==> config.mk <==
export PLATFORM = sky130hd
export DESIGN_NAME = replicated_log_apply_tables_top
export DESIGN_NICKNAME = d
export VERILOG_FILES = /design/src/hw/rtl/rlat_pkg.sv /design/src/hw/rtl/rlat_cell.sv /design/src/hw/rtl/rlat_chain.sv /design/src/hw/rtl/replicated_log_apply_tables_top.sv
export VERILOG_INCLUDE_DIRS = /design/src /design/src/hw/rtl
export SDC_FILE = /design/constraint.sdc
export NUM_CORES = 2
export LEC_CHECK = 0
export BUFFER_PORTS_ARGS = -buffer_cell sky130_fd_sc_hd__buf_2
export CAP_MARGIN = 20
export CORE_MARGIN = 5
export CORE_UTILIZATION = 60
export CTS_CLUSTER_DIAMETER = 200
export CTS_CLUSTER_SIZE = 8
export DETAILED_ROUTE_END_ITERATION = 10
export MAX_ROUTING_LAYER = met4
export PLACE_DENSITY = 0.75
export SKIP_LAST_GASP = 1
export SLEW_MARGIN = 20
export SYNTH_ARGS = -nofsm -noshare
export SYNTH_HDL_FRONTEND = slang
export SYNTH_SLANG_ARGS = --single-unit
==> constraint.sdc <==
create_clock -name clk -period 5.54 [get_ports clk]
set_clock_uncertainty 0.1 [all_clocks]
set_input_delay 1.108 -clock clk [delete_from_list [all_inputs] [get_ports clk]]
set_output_delay 1.108 -clock clk [all_outputs]
set_load 0.01 [all_outputs]
==> src/hw/rtl/replicated_log_apply_tables_top_defines.svh <==
// Assertion macros for the replicated log apply tables block.
// Used by the top level; expects clk and arst_n in scope.
`ifndef REPLICATED_LOG_APPLY_TABLES_TOP_DEFINES_SVH
`define REPLICATED_LOG_APPLY_TABLES_TOP_DEFINES_SVH

// same-cycle implication, checked out of reset
`define RLAT_ASSERT_NOW(label, ante, cons, msg) \
	label: assert property (@(posedge clk) disable iff (!arst_n) (ante) |-> (cons)) \
		else $error(msg);

// next-cycle implication, checked out of reset
`define RLAT_ASSERT_NEXT(label, ante, cons, msg) \
	label: assert property (@(posedge clk) disable iff (!arst_n) (ante) |=> (cons)) \
		else $error(msg);

`endif

==> src/hw/rtl/rlat_pkg.sv <==
// Package for the replicated log apply tables block.
// Types, codes and defaults shared by the cells, the chain and the top level.
package rlat_pkg;

	localparam int MEMBER_SLOTS_DEF = 16;
	localparam int BLOCK_SLOTS_DEF  = 32;
	localparam int KERNEL_SLOTS_DEF = 16;
	localparam int PRINT_W          = 256;
	localparam int DATA_W           = PRINT_W + 32;
	localparam int LIDX_W           = 8;  // cell index, covers up to 256 slots
	localparam int LCNT_W           = 9;  // fill count, covers 0..256

	// entry modes
	localparam logic [3:0] MODE_ADD    = 4'd0;
	localparam logic [3:0] MODE_REMOVE = 4'd1;
	localparam logic [3:0] MODE_INTEG  = 4'd2;
	localparam logic [3:0] MODE_EV_LO  = 4'd3;
	localparam logic [3:0] MODE_EV_HI  = 4'd7;

	// outcome codes
	localparam logic [3:0] OC_RECORDED    = 4'd0;
	localparam logic [3:0] OC_ADDED       = 4'd1;
	localparam logic [3:0] OC_REACTIVATED = 4'd2;
	localparam logic [3:0] OC_MEMBER_FULL = 4'd3;
	localparam logic [3:0] OC_REMOVED     = 4'd4;
	localparam logic [3:0] OC_BLOCK_FULL  = 4'd5;
	localparam logic [3:0] OC_NOT_FOUND   = 4'd6;
	localparam logic [3:0] OC_UPDATED     = 4'd7;
	localparam logic [3:0] OC_INSERTED    = 4'd8;
	localparam logic [3:0] OC_TABLE_FULL  = 4'd9;
	localparam logic [3:0] OC_COUNTED     = 4'd10;
	localparam logic [3:0] OC_MALFORMED   = 4'd11;

	typedef struct packed {
		logic [3:0]  mode;
		logic [62:0] log_index;
		logic        well_formed;
		logic [31:0] ident;
		logic [31:0] caps;
		logic [63:0] payload_word0;
		logic [63:0] payload_word1;
		logic [63:0] payload_word2;
		logic [63:0] payload_word3;
	} rlat_in_t;

	typedef struct packed {
		logic [3:0]  outcome;
		logic [4:0]  slot;
		logic [4:0]  member_total;
		logic [4:0]  integrity_total;
		logic [5:0]  blocked_total;
		logic [31:0] counter_value;
	} rlat_out_t;

	// search token passed from cell to cell
	typedef struct packed {
		logic              vld;
		logic [31:0]       key;
		logic              hit;
		logic [LIDX_W-1:0] idx;
	} srch_t;

	// write command broadcast to all cells of a chain
	typedef struct packed {
		logic              en;
		logic [LIDX_W-1:0] idx;
		logic              set_id;
		logic              set_act;
		logic              set_data;
		logic              act;
		logic [31:0]       id;
		logic [DATA_W-1:0] data;
	} wr_t;

endpackage

==> src/hw/rtl/rlat_cell.sv <==
// One table entry of the apply tables: id, active flag and record data.
// Compares the passing search token and forwards it. Depends on rlat_pkg.
module rlat_cell #(
	parameter int CELL_IDX = 0
) (
	input  logic                      clk,
	input  logic                      arst_n,
	input  logic [rlat_pkg::LCNT_W-1:0] used,
	input  rlat_pkg::srch_t           s_in,
	output rlat_pkg::srch_t           s_out,
	input  rlat_pkg::wr_t             wr
);

	logic [31:0]               id_q;
	logic                      act_q;
	logic [rlat_pkg::DATA_W-1:0] data_q;
	logic                      vld_q;
	logic [31:0]               key_q;
	logic                      hit_q;
	logic [rlat_pkg::LIDX_W-1:0] idx_q;
	logic                      sel;
	logic                      match;

	assign sel   = wr.en && (wr.idx == rlat_pkg::LIDX_W'(CELL_IDX));
	assign match = s_in.vld && !s_in.hit &&
		(rlat_pkg::LCNT_W'(CELL_IDX) < used) && (id_q == s_in.key);

	// entry storage
	always_ff @(posedge clk or negedge arst_n) begin
		if (!arst_n) begin
			act_q <= 1'b0;
		end else if (sel && wr.set_act) begin
			act_q <= wr.act;
		end
	end

	always_ff @(posedge clk) begin
		if (sel && wr.set_id) begin
			id_q <= wr.id;
		end
		if (sel && wr.set_data) begin
			data_q <= wr.data;
		end
	end

	// token stage: first match marks the hit with this cell's index
	always_ff @(posedge clk or negedge arst_n) begin
		if (!arst_n) begin
			vld_q <= 1'b0;
		end else begin
			vld_q <= s_in.vld;
		end
	end

	always_ff @(posedge clk) begin
		key_q <= s_in.key;
		hit_q <= s_in.hit || match;
		idx_q <= match ? rlat_pkg::LIDX_W'(CELL_IDX) : s_in.idx;
	end

	assign s_out = '{vld: vld_q, key: key_q, hit: hit_q, idx: idx_q};

endmodule

==> src/hw/rtl/rlat_chain.sv <==
// Row of rlat_cell entries; a search token walks one cell per cycle.
// Depends on rlat_pkg and rlat_cell.
module rlat_chain #(
	parameter int SLOTS = rlat_pkg::MEMBER_SLOTS_DEF
) (
	input  logic                      clk,
	input  logic                      arst_n,
	input  logic [rlat_pkg::LCNT_W-1:0] used,
	input  rlat_pkg::srch_t           s_in,
	output rlat_pkg::srch_t           s_out,
	input  rlat_pkg::wr_t             wr
);

	rlat_pkg::srch_t link [SLOTS+1];

	assign link[0] = s_in;

	// cells in a row, token handed from each to the next
	for (genvar g = 0; g < SLOTS; g++) begin : g_cell
		rlat_cell #(.CELL_IDX(g)) u_cell (
			.clk   (clk),
			.arst_n(arst_n),
			.used  (used),
			.s_in  (link[g]),
			.s_out (link[g+1]),
			.wr    (wr)
		);
	end

	assign s_out = link[SLOTS];

endmodule

==> src/hw/rtl/replicated_log_apply_tables_top.sv <==
// Top level of the replicated log apply tables block.
// Depends on rlat_pkg, rlat_chain and the assertion header.
//
// Usage:
//   Command channel: cmd is taken at a rising edge with start high and busy
//   low. One result follows each command on result, marked by result_valid
//   for exactly one cycle; the receiver cannot stall it.
// Sequence:
//   Add and remove entries walk the member cell row and integrity entries
//   walk the kernel row; the result strobe rises once the token leaves the
//   row and the apply state has run. Malformed, counted and other entries
//   skip the search. The length of the searched row sets how long it takes.
// Throughput:
//   One entry at a time; busy drops the cycle the result is shown, so the
//   next command may be taken while that result is on the ports.
// Reset:
//   arst_n clears all counts, counters, active flags and the last applied
//   index; the tables are empty and the block is ready at once.
`include "replicated_log_apply_tables_top_defines.svh"

module replicated_log_apply_tables_top #(
	parameter int MEMBER_SLOTS = rlat_pkg::MEMBER_SLOTS_DEF,
	parameter int BLOCK_SLOTS  = rlat_pkg::BLOCK_SLOTS_DEF,
	parameter int KERNEL_SLOTS = rlat_pkg::KERNEL_SLOTS_DEF
) (
	input  logic                clk,
	input  logic                arst_n,
	input  logic                start,
	output logic                busy,
	input  rlat_pkg::rlat_in_t  cmd,
	output logic                result_valid,
	output rlat_pkg::rlat_out_t result
);

	localparam int BCNT_W = $clog2(BLOCK_SLOTS + 1);
	localparam int BIDX_W = (BLOCK_SLOTS > 1) ? $clog2(BLOCK_SLOTS) : 1;

	typedef enum logic [2:0] {
		ST_IDLE  = 3'b001,
		ST_SRCH  = 3'b010,
		ST_APPLY = 3'b100
	} state_t;

	state_t                      state_q;
	rlat_pkg::rlat_in_t          cmd_q;
	logic [62:0]                 last_index_q;
	logic [rlat_pkg::LCNT_W-1:0] member_used_q;
	logic [rlat_pkg::LCNT_W-1:0] kernel_used_q;
	logic [BCNT_W-1:0]           block_used_q;
	logic [31:0]                 ev_cnt_q [5];
	logic                        hit_q;
	logic [rlat_pkg::LIDX_W-1:0] hidx_q;
	logic [rlat_pkg::PRINT_W-1:0] block_mem [BLOCK_SLOTS];
	logic                        done_q;
	logic                        inj_q;
	rlat_pkg::rlat_out_t         res_q;

	rlat_pkg::srch_t s_inj, m_inj, k_inj, m_out, k_out;
	rlat_pkg::wr_t   m_wr, k_wr;
	logic            accept;
	logic            malformed;
	logic            is_member, is_kernel, is_event;
	logic [2:0]      ev_k;
	logic [31:0]     ev_new;
	logic [rlat_pkg::PRINT_W-1:0] print;
	rlat_pkg::rlat_out_t res_d;
	logic [rlat_pkg::LCNT_W-1:0] m_used_d, k_used_d;
	logic [BCNT_W-1:0]           b_used_d;
	logic            blk_we;

	assign accept    = start && (state_q == ST_IDLE);
	assign busy      = (state_q != ST_IDLE);
	assign malformed = (cmd_q.mode <= rlat_pkg::MODE_INTEG) && !cmd_q.well_formed;
	assign is_member = !malformed && ((cmd_q.mode == rlat_pkg::MODE_ADD) ||
		(cmd_q.mode == rlat_pkg::MODE_REMOVE));
	assign is_kernel = !malformed && (cmd_q.mode == rlat_pkg::MODE_INTEG);
	assign is_event  = (cmd_q.mode >= rlat_pkg::MODE_EV_LO) &&
		(cmd_q.mode <= rlat_pkg::MODE_EV_HI);
	assign ev_k      = 3'(cmd_q.mode - rlat_pkg::MODE_EV_LO);
	assign ev_new    = (ev_cnt_q[ev_k] == 32'hFFFF_FFFF) ? ev_cnt_q[ev_k]
		: ev_cnt_q[ev_k] + 32'd1;
	assign print     = {cmd_q.payload_word3, cmd_q.payload_word2,
		cmd_q.payload_word1, cmd_q.payload_word0};

	// search token key; valid is set per row below
	always_comb begin
		s_inj     = '0;
		s_inj.key = cmd_q.ident;
	end

	// token injected into the row that the entry searches, cycle after accept
	always_comb begin
		m_inj     = s_inj;
		k_inj     = s_inj;
		m_inj.vld = inj_q && is_member;
		k_inj.vld = inj_q && is_kernel;
	end

	// member and kernel cell rows
	rlat_chain #(.SLOTS(MEMBER_SLOTS)) u_members (
		.clk(clk), .arst_n(arst_n), .used(member_used_q),
		.s_in(m_inj), .s_out(m_out), .wr(m_wr)
	);

	rlat_chain #(.SLOTS(KERNEL_SLOTS)) u_kernels (
		.clk(clk), .arst_n(arst_n), .used(kernel_used_q),
		.s_in(k_inj), .s_out(k_out), .wr(k_wr)
	);

	// apply decision
	always_comb begin
		res_d    = '0;
		m_used_d = member_used_q;
		k_used_d = kernel_used_q;
		b_used_d = block_used_q;
		blk_we   = 1'b0;
		m_wr     = '0;
		k_wr     = '0;
		m_wr.data = rlat_pkg::DATA_W'(print);
		m_wr.id   = cmd_q.ident;
		m_wr.idx  = hidx_q;
		k_wr.data = {cmd_q.caps, print};
		k_wr.id   = cmd_q.ident;
		k_wr.idx  = hidx_q;
		if (malformed) begin
			res_d.outcome = rlat_pkg::OC_MALFORMED;
		end else if (cmd_q.mode == rlat_pkg::MODE_ADD) begin
			if (hit_q) begin
				m_wr.en       = 1'b1;
				m_wr.set_act  = 1'b1;
				m_wr.act      = 1'b1;
				res_d.outcome = rlat_pkg::OC_REACTIVATED;
				res_d.slot    = 5'(hidx_q);
			end else if (member_used_q >= rlat_pkg::LCNT_W'(MEMBER_SLOTS)) begin
				res_d.outcome = rlat_pkg::OC_MEMBER_FULL;
			end else begin
				m_wr.en       = 1'b1;
				m_wr.idx      = rlat_pkg::LIDX_W'(member_used_q);
				m_wr.set_act  = 1'b1;
				m_wr.act      = 1'b1;
				m_wr.set_id   = 1'b1;
				m_wr.set_data = 1'b1;
				m_used_d      = member_used_q + 1'b1;
				res_d.outcome = rlat_pkg::OC_ADDED;
				res_d.slot    = 5'(member_used_q);
			end
		end else if (cmd_q.mode == rlat_pkg::MODE_REMOVE) begin
			if (!hit_q) begin
				res_d.outcome = rlat_pkg::OC_NOT_FOUND;
			end else begin
				m_wr.en      = 1'b1;
				m_wr.set_act = 1'b1;
				m_wr.act     = 1'b0;
				res_d.slot   = 5'(hidx_q);
				if (block_used_q < BCNT_W'(BLOCK_SLOTS)) begin
					blk_we        = 1'b1;
					b_used_d      = block_used_q + 1'b1;
					res_d.outcome = rlat_pkg::OC_REMOVED;
				end else begin
					res_d.outcome = rlat_pkg::OC_BLOCK_FULL;
				end
			end
		end else if (cmd_q.mode == rlat_pkg::MODE_INTEG) begin
			if (hit_q) begin
				k_wr.en       = 1'b1;
				k_wr.set_data = 1'b1;
				res_d.outcome = rlat_pkg::OC_UPDATED;
				res_d.slot    = 5'(hidx_q);
			end else if (kernel_used_q >= rlat_pkg::LCNT_W'(KERNEL_SLOTS)) begin
				res_d.outcome = rlat_pkg::OC_TABLE_FULL;
			end else begin
				k_wr.en       = 1'b1;
				k_wr.idx      = rlat_pkg::LIDX_W'(kernel_used_q);
				k_wr.set_id   = 1'b1;
				k_wr.set_data = 1'b1;
				k_used_d      = kernel_used_q + 1'b1;
				res_d.outcome = rlat_pkg::OC_INSERTED;
				res_d.slot    = 5'(kernel_used_q);
			end
		end else if (is_event) begin
			res_d.outcome       = rlat_pkg::OC_COUNTED;
			res_d.counter_value = ev_new;
		end else begin
			res_d.outcome = rlat_pkg::OC_RECORDED;
		end
		if (state_q != ST_APPLY) begin
			m_wr.en = 1'b0;
			k_wr.en = 1'b0;
			blk_we  = 1'b0;
		end
		res_d.member_total    = 5'(m_used_d);
		res_d.integrity_total = 5'(k_used_d);
		res_d.blocked_total   = 6'(b_used_d);
	end

	// sequencer and control state
	always_ff @(posedge clk or negedge arst_n) begin
		if (!arst_n) begin
			state_q       <= ST_IDLE;
			inj_q         <= 1'b0;
			done_q        <= 1'b0;
			hit_q         <= 1'b0;
			member_used_q <= '0;
			kernel_used_q <= '0;
			block_used_q  <= '0;
			last_index_q  <= '0;
			for (int e = 0; e < 5; e++) begin
				ev_cnt_q[e] <= '0;
			end
		end else begin
			inj_q  <= 1'b0;
			done_q <= 1'b0;
			case (state_q)
				ST_IDLE: begin
					if (start) begin
						inj_q   <= 1'b1;
						hit_q   <= 1'b0;
						state_q <= ST_SRCH;
					end
				end
				ST_SRCH: begin
					if (!inj_q && !is_member && !is_kernel) begin
						state_q <= ST_APPLY;
					end else if ((is_member && m_out.vld) || (is_kernel && k_out.vld)) begin
						hit_q   <= is_member ? m_out.hit : k_out.hit;
						state_q <= ST_APPLY;
					end
				end
				ST_APPLY: begin
					member_used_q <= m_used_d;
					kernel_used_q <= k_used_d;
					block_used_q  <= b_used_d;
					last_index_q  <= cmd_q.log_index;
					if (is_event) begin
						ev_cnt_q[ev_k] <= ev_new;
					end
					done_q  <= 1'b1;
					state_q <= ST_IDLE;
				end
				default: begin
					state_q <= ST_IDLE;
				end
			endcase
		end
	end

	// payload registers
	always_ff @(posedge clk) begin
		if (accept) begin
			cmd_q <= cmd;
		end
		if (state_q == ST_SRCH) begin
			hidx_q <= is_member ? m_out.idx : k_out.idx;
		end
		if (state_q == ST_APPLY) begin
			res_q <= res_d;
		end
		if (blk_we) begin
			block_mem[block_used_q[BIDX_W-1:0]] <= print;
		end
	end

	assign result_valid = done_q;
	assign result       = res_q;

	`RLAT_ASSERT_NOW(a_strobe_idle, done_q, state_q == ST_IDLE, "result shown outside idle")
	`RLAT_ASSERT_NEXT(a_accept_busy, accept, busy, "not busy after accept")
	`RLAT_ASSERT_NEXT(a_strobe_single, done_q, !done_q, "result strobe longer than one cycle")
	`RLAT_ASSERT_NOW(a_member_cap, 1'b1,
		member_used_q <= rlat_pkg::LCNT_W'(MEMBER_SLOTS), "member count past capacity")

endmodule

==> metrics.cfg <==
[synthesis]
synth-simple-area-share = 0.0752
synth_cell_types = 73
synthMuxAreaShare = 0.0162
yosysWarningCount = 0
netlist_top_cells_area = edfxtp_1, dfxtp_1, dfrtp_1, xnor2_1, xor2_1
synthAdderAreaFrac = 0.00180
syn_nets = 4892
synth_edf_count = 1122
synth-seq-cells = 1954
async_flop_share = 0.114
synth.avg_cell_area_um2 = 15.5
synth_ff_type = edfxtp_1
yosysTopAreaCell = edfxtp_1
synth_compound_area_frac = 0.0274
syn_inst = 4491
synth_xor_area_frac = 0.132
synth_top_family_by_area = XOR/XNOR gates
synth_seq_area_share = 0.741
syn_area_um2 = 69500
yosysTopAreaCellShare = 0.485

[placement]
gp_congestion = 0.890
hpwlAfterDp_um = 113000
port_buffers = 98

[routing]
drt-pass1-iter-count = 5
drt_iter0_drc = 4527
vias = 39900
wl_um = 185000
avgViaCountPerCell = 6.02
drc = 0
postRouteAntennaNets = 0
wl_per_cell_um = 27.9

[power]
p_leak_nw = 29.1
ir_drop_v = 0.000362
powerDensity_nw_per_um2 = 465

[global_route]
globalRoute.totalOverflow = 0
grt_pass1_wl_um = 266000
antenna_found_initial = 9
grt_pass1_vias = 39500
grtUsageTotal = 0.309
grt_max_degree = 102

[layout]
layout-drive-gt1-share = 0.124
layout_common_cells = edfxtp_1, xnor2_1, dfxtp_1
final.fill_count = 7230
final_core_util = 0.706
area_growth_pct = 16.4
nets = 5298
layout_commonest_cell = edfxtp_1

[floorplanning]
fp.dieW_um = 350
core_um2 = 115000
die_h_um = 350
die-area_um2 = 123000
initial_utilization = 0.606
io_pins = 450
row_count = 124

[cts]
cts_root_buf = clkbuf_16
insertion_delay_ps = 870
cts_tree = done
cts.sinks = 1954
htree_levels = 5
cts_hold_buf = 0
numCtsBuffers = 294
clockBufferDepth = 4
cts_setup_buffers = 0
clk_pin_slew_ps = 50
cts_resized = 0

[worst_setup_path]
cp_num_buf_inv = 5
end_kind = flip-flop
cp.required_ps = 6010
crit_fanout = 13
cpMostUsedCell = buf_4
critPathKind = flip-flop to flip-flop
arrival_ps = 5390
cpMaxStageDelayCell = or4_1
cpPeakStageDelay_ps = 690
rrSetupSlack_ps = 620
worstPathCellList = inv_1 > ha_1 > buf_4 > inv_1 > buf_4 > nor3_1 > a311oi_1 > buf_4 > or4_1 > or4_1 > o211a_1 > xnor2_1 > nor2_1
crit_family = simple AND/OR/NAND/NOR gates
worstSetupStartpointType = flip-flop

[sta]
slew_headroom = 0.227
max_freq_ghz = 0.203
hold_viol_final = 0
finalSetupTns_ps = 0
finalMaxSlewViolations = 0
tightest_slew_ps = 1160
setup_viol = 0
rsz0062_at_grt = no
fin_crit_ps = 4920
period_share = 0.887

[worst_hold_path]
hold_path_class = primary input to asynchronous set/reset pin

[flow_run]
max-cap-violations = 0

[outcome]
outcome = complete, no violations

[metrics by stage]
stage | std cells | hold slack [ps] | total power, mW | cell area [um^2] | setup WS, ps
global route | 6620 | 181 | 38.6 | 80900 | 399
detailed placement | 6112 | 254 | 21.8 | 72500 | 763
CTS | 6616 | 148 | 37.7 | 80900 | 657
finish | 6620 | 155 | 37.6 | 80900 | 624
floorplan | 4491 | 246 | 19.6 | 69500 | 545
global placement | 6110 | 253 | 21.7 | 72400 | 868
[power by group]
part / internal (mW) / leakage, nW / switching, mW
sequential: 16.7 / 18.3 / 1.43
combinational: 1.18 / 6.78 / 2.30
clock: 10.1 / 3.99 / 5.93
total: 28.0 / 29.1 / 9.66
[worst paths after layout]
| path | depth (start not counted) | startpoint | endpoint |
|---|---|---|---|
| worst max-delay path | 13 | cmd_q[385]$_DFFE_PP_ | result[17]$_SDFFCE_PP0P_ |
| worst min-delay path | 1 | arst_n | hit_q$_DFFE_PN0P_ |
| worst max register to register | 13 | cmd_q[385]$_DFFE_PP_ | result[17]$_SDFFCE_PP0P_ |
| worst min register to register | 0 | u_kernels.g_cell[4].u_cell.vld_q$_DFF_PN0_ | u_kernels.g_cell[5].u_cell.vld_q$_DFF_PN0_ |
| max in group asynchronous | 2 | arst_n | ev_cnt_q[120]$_DFFE_PN0P_ |
| min in group clk | 0 | u_kernels.g_cell[4].u_cell.vld_q$_DFF_PN0_ | u_kernels.g_cell[5].u_cell.vld_q$_DFF_PN0_ |
[synthesized netlist by cell type, types with 32 or more instances]
library cell and instances:
nand3_1 61, clkbuf_1 68, nor2_1 106, xor2_1 421, nand2b_1 76, o21ai_0 138
nor3_1 76, mux2i_1 55, dfrtp_1 221, dfxtp_1 610, nor4_1 127, xnor2_1 622
and2_1 32, nand2_1 190, nand4_1 185, edfxtp_1 1122, mux2_2 45
[layer usage]
metal / global-route usage / part of all wire / vias to the layer above
met4: 0.115 / 0.038 / 0
met2: 0.504 / 0.49 / 2115
met3: 0.0455 / 0.083 / 453
met5: - / 0 / -
met1: 0.399 / 0.38 / 20200
li1: - / - / 17100
[cells by family (layout without fill, tap and decap cells)]
logic type               after synthesis  in the layout
flip-flops                          1954           1954
AO/OA/AOI/OAI                        300            300
AND/OR/NAND/NOR                      961            961
other                                  1              4
XOR/XNOR                            1045           1045
buffers and inverters                117            731
multiplexers                         103            103
adder cells (fa/ha/maj)               10             10
[layout make-up]
class | instances | area [um^2] | share of cell area
inverters | 27 | 101 | 0.00125
well taps | 1512 | 1890 | 0.0234
repair buffers | 200 | 1330 | 0.0165
multi-input cells | 2420 | 17700 | 0.219
clock inverters | 6 | 52.6 | 0.000650
flip-flops and latches | 1954 | 51500 | 0.636
diodes | 3 | 7.51 | 0.0000928
clock buffers | 498 | 8310 | 0.103
[flip-flops by register name, summed over array words and instances, names as in the netlist]
register                       cells
u_kernels.g_cell.u_cell.id_q     512
u_members.g_cell.u_cell.id_q     512
u_kernels.g_cell.u_cell.key_q    384
ev_cnt_q                         160
u_members.g_cell.u_cell.key_q     96
result                            57
u_kernels.g_cell.u_cell.idx_q     49
u_members.g_cell.u_cell.idx_q     49
cmd_q                             37
u_kernels.g_cell.u_cell.hit_q     16
u_kernels.g_cell.u_cell.vld_q     16
u_members.g_cell.u_cell.hit_q     16
u_members.g_cell.u_cell.vld_q     16
kernel_used_q                      9
member_used_q                      9
block_used_q                       6
hidx_q                             4
state_q                            3
hit_q                              1
inj_q                              1
result_valid                       1
Power figures use the tool's default switching activity.
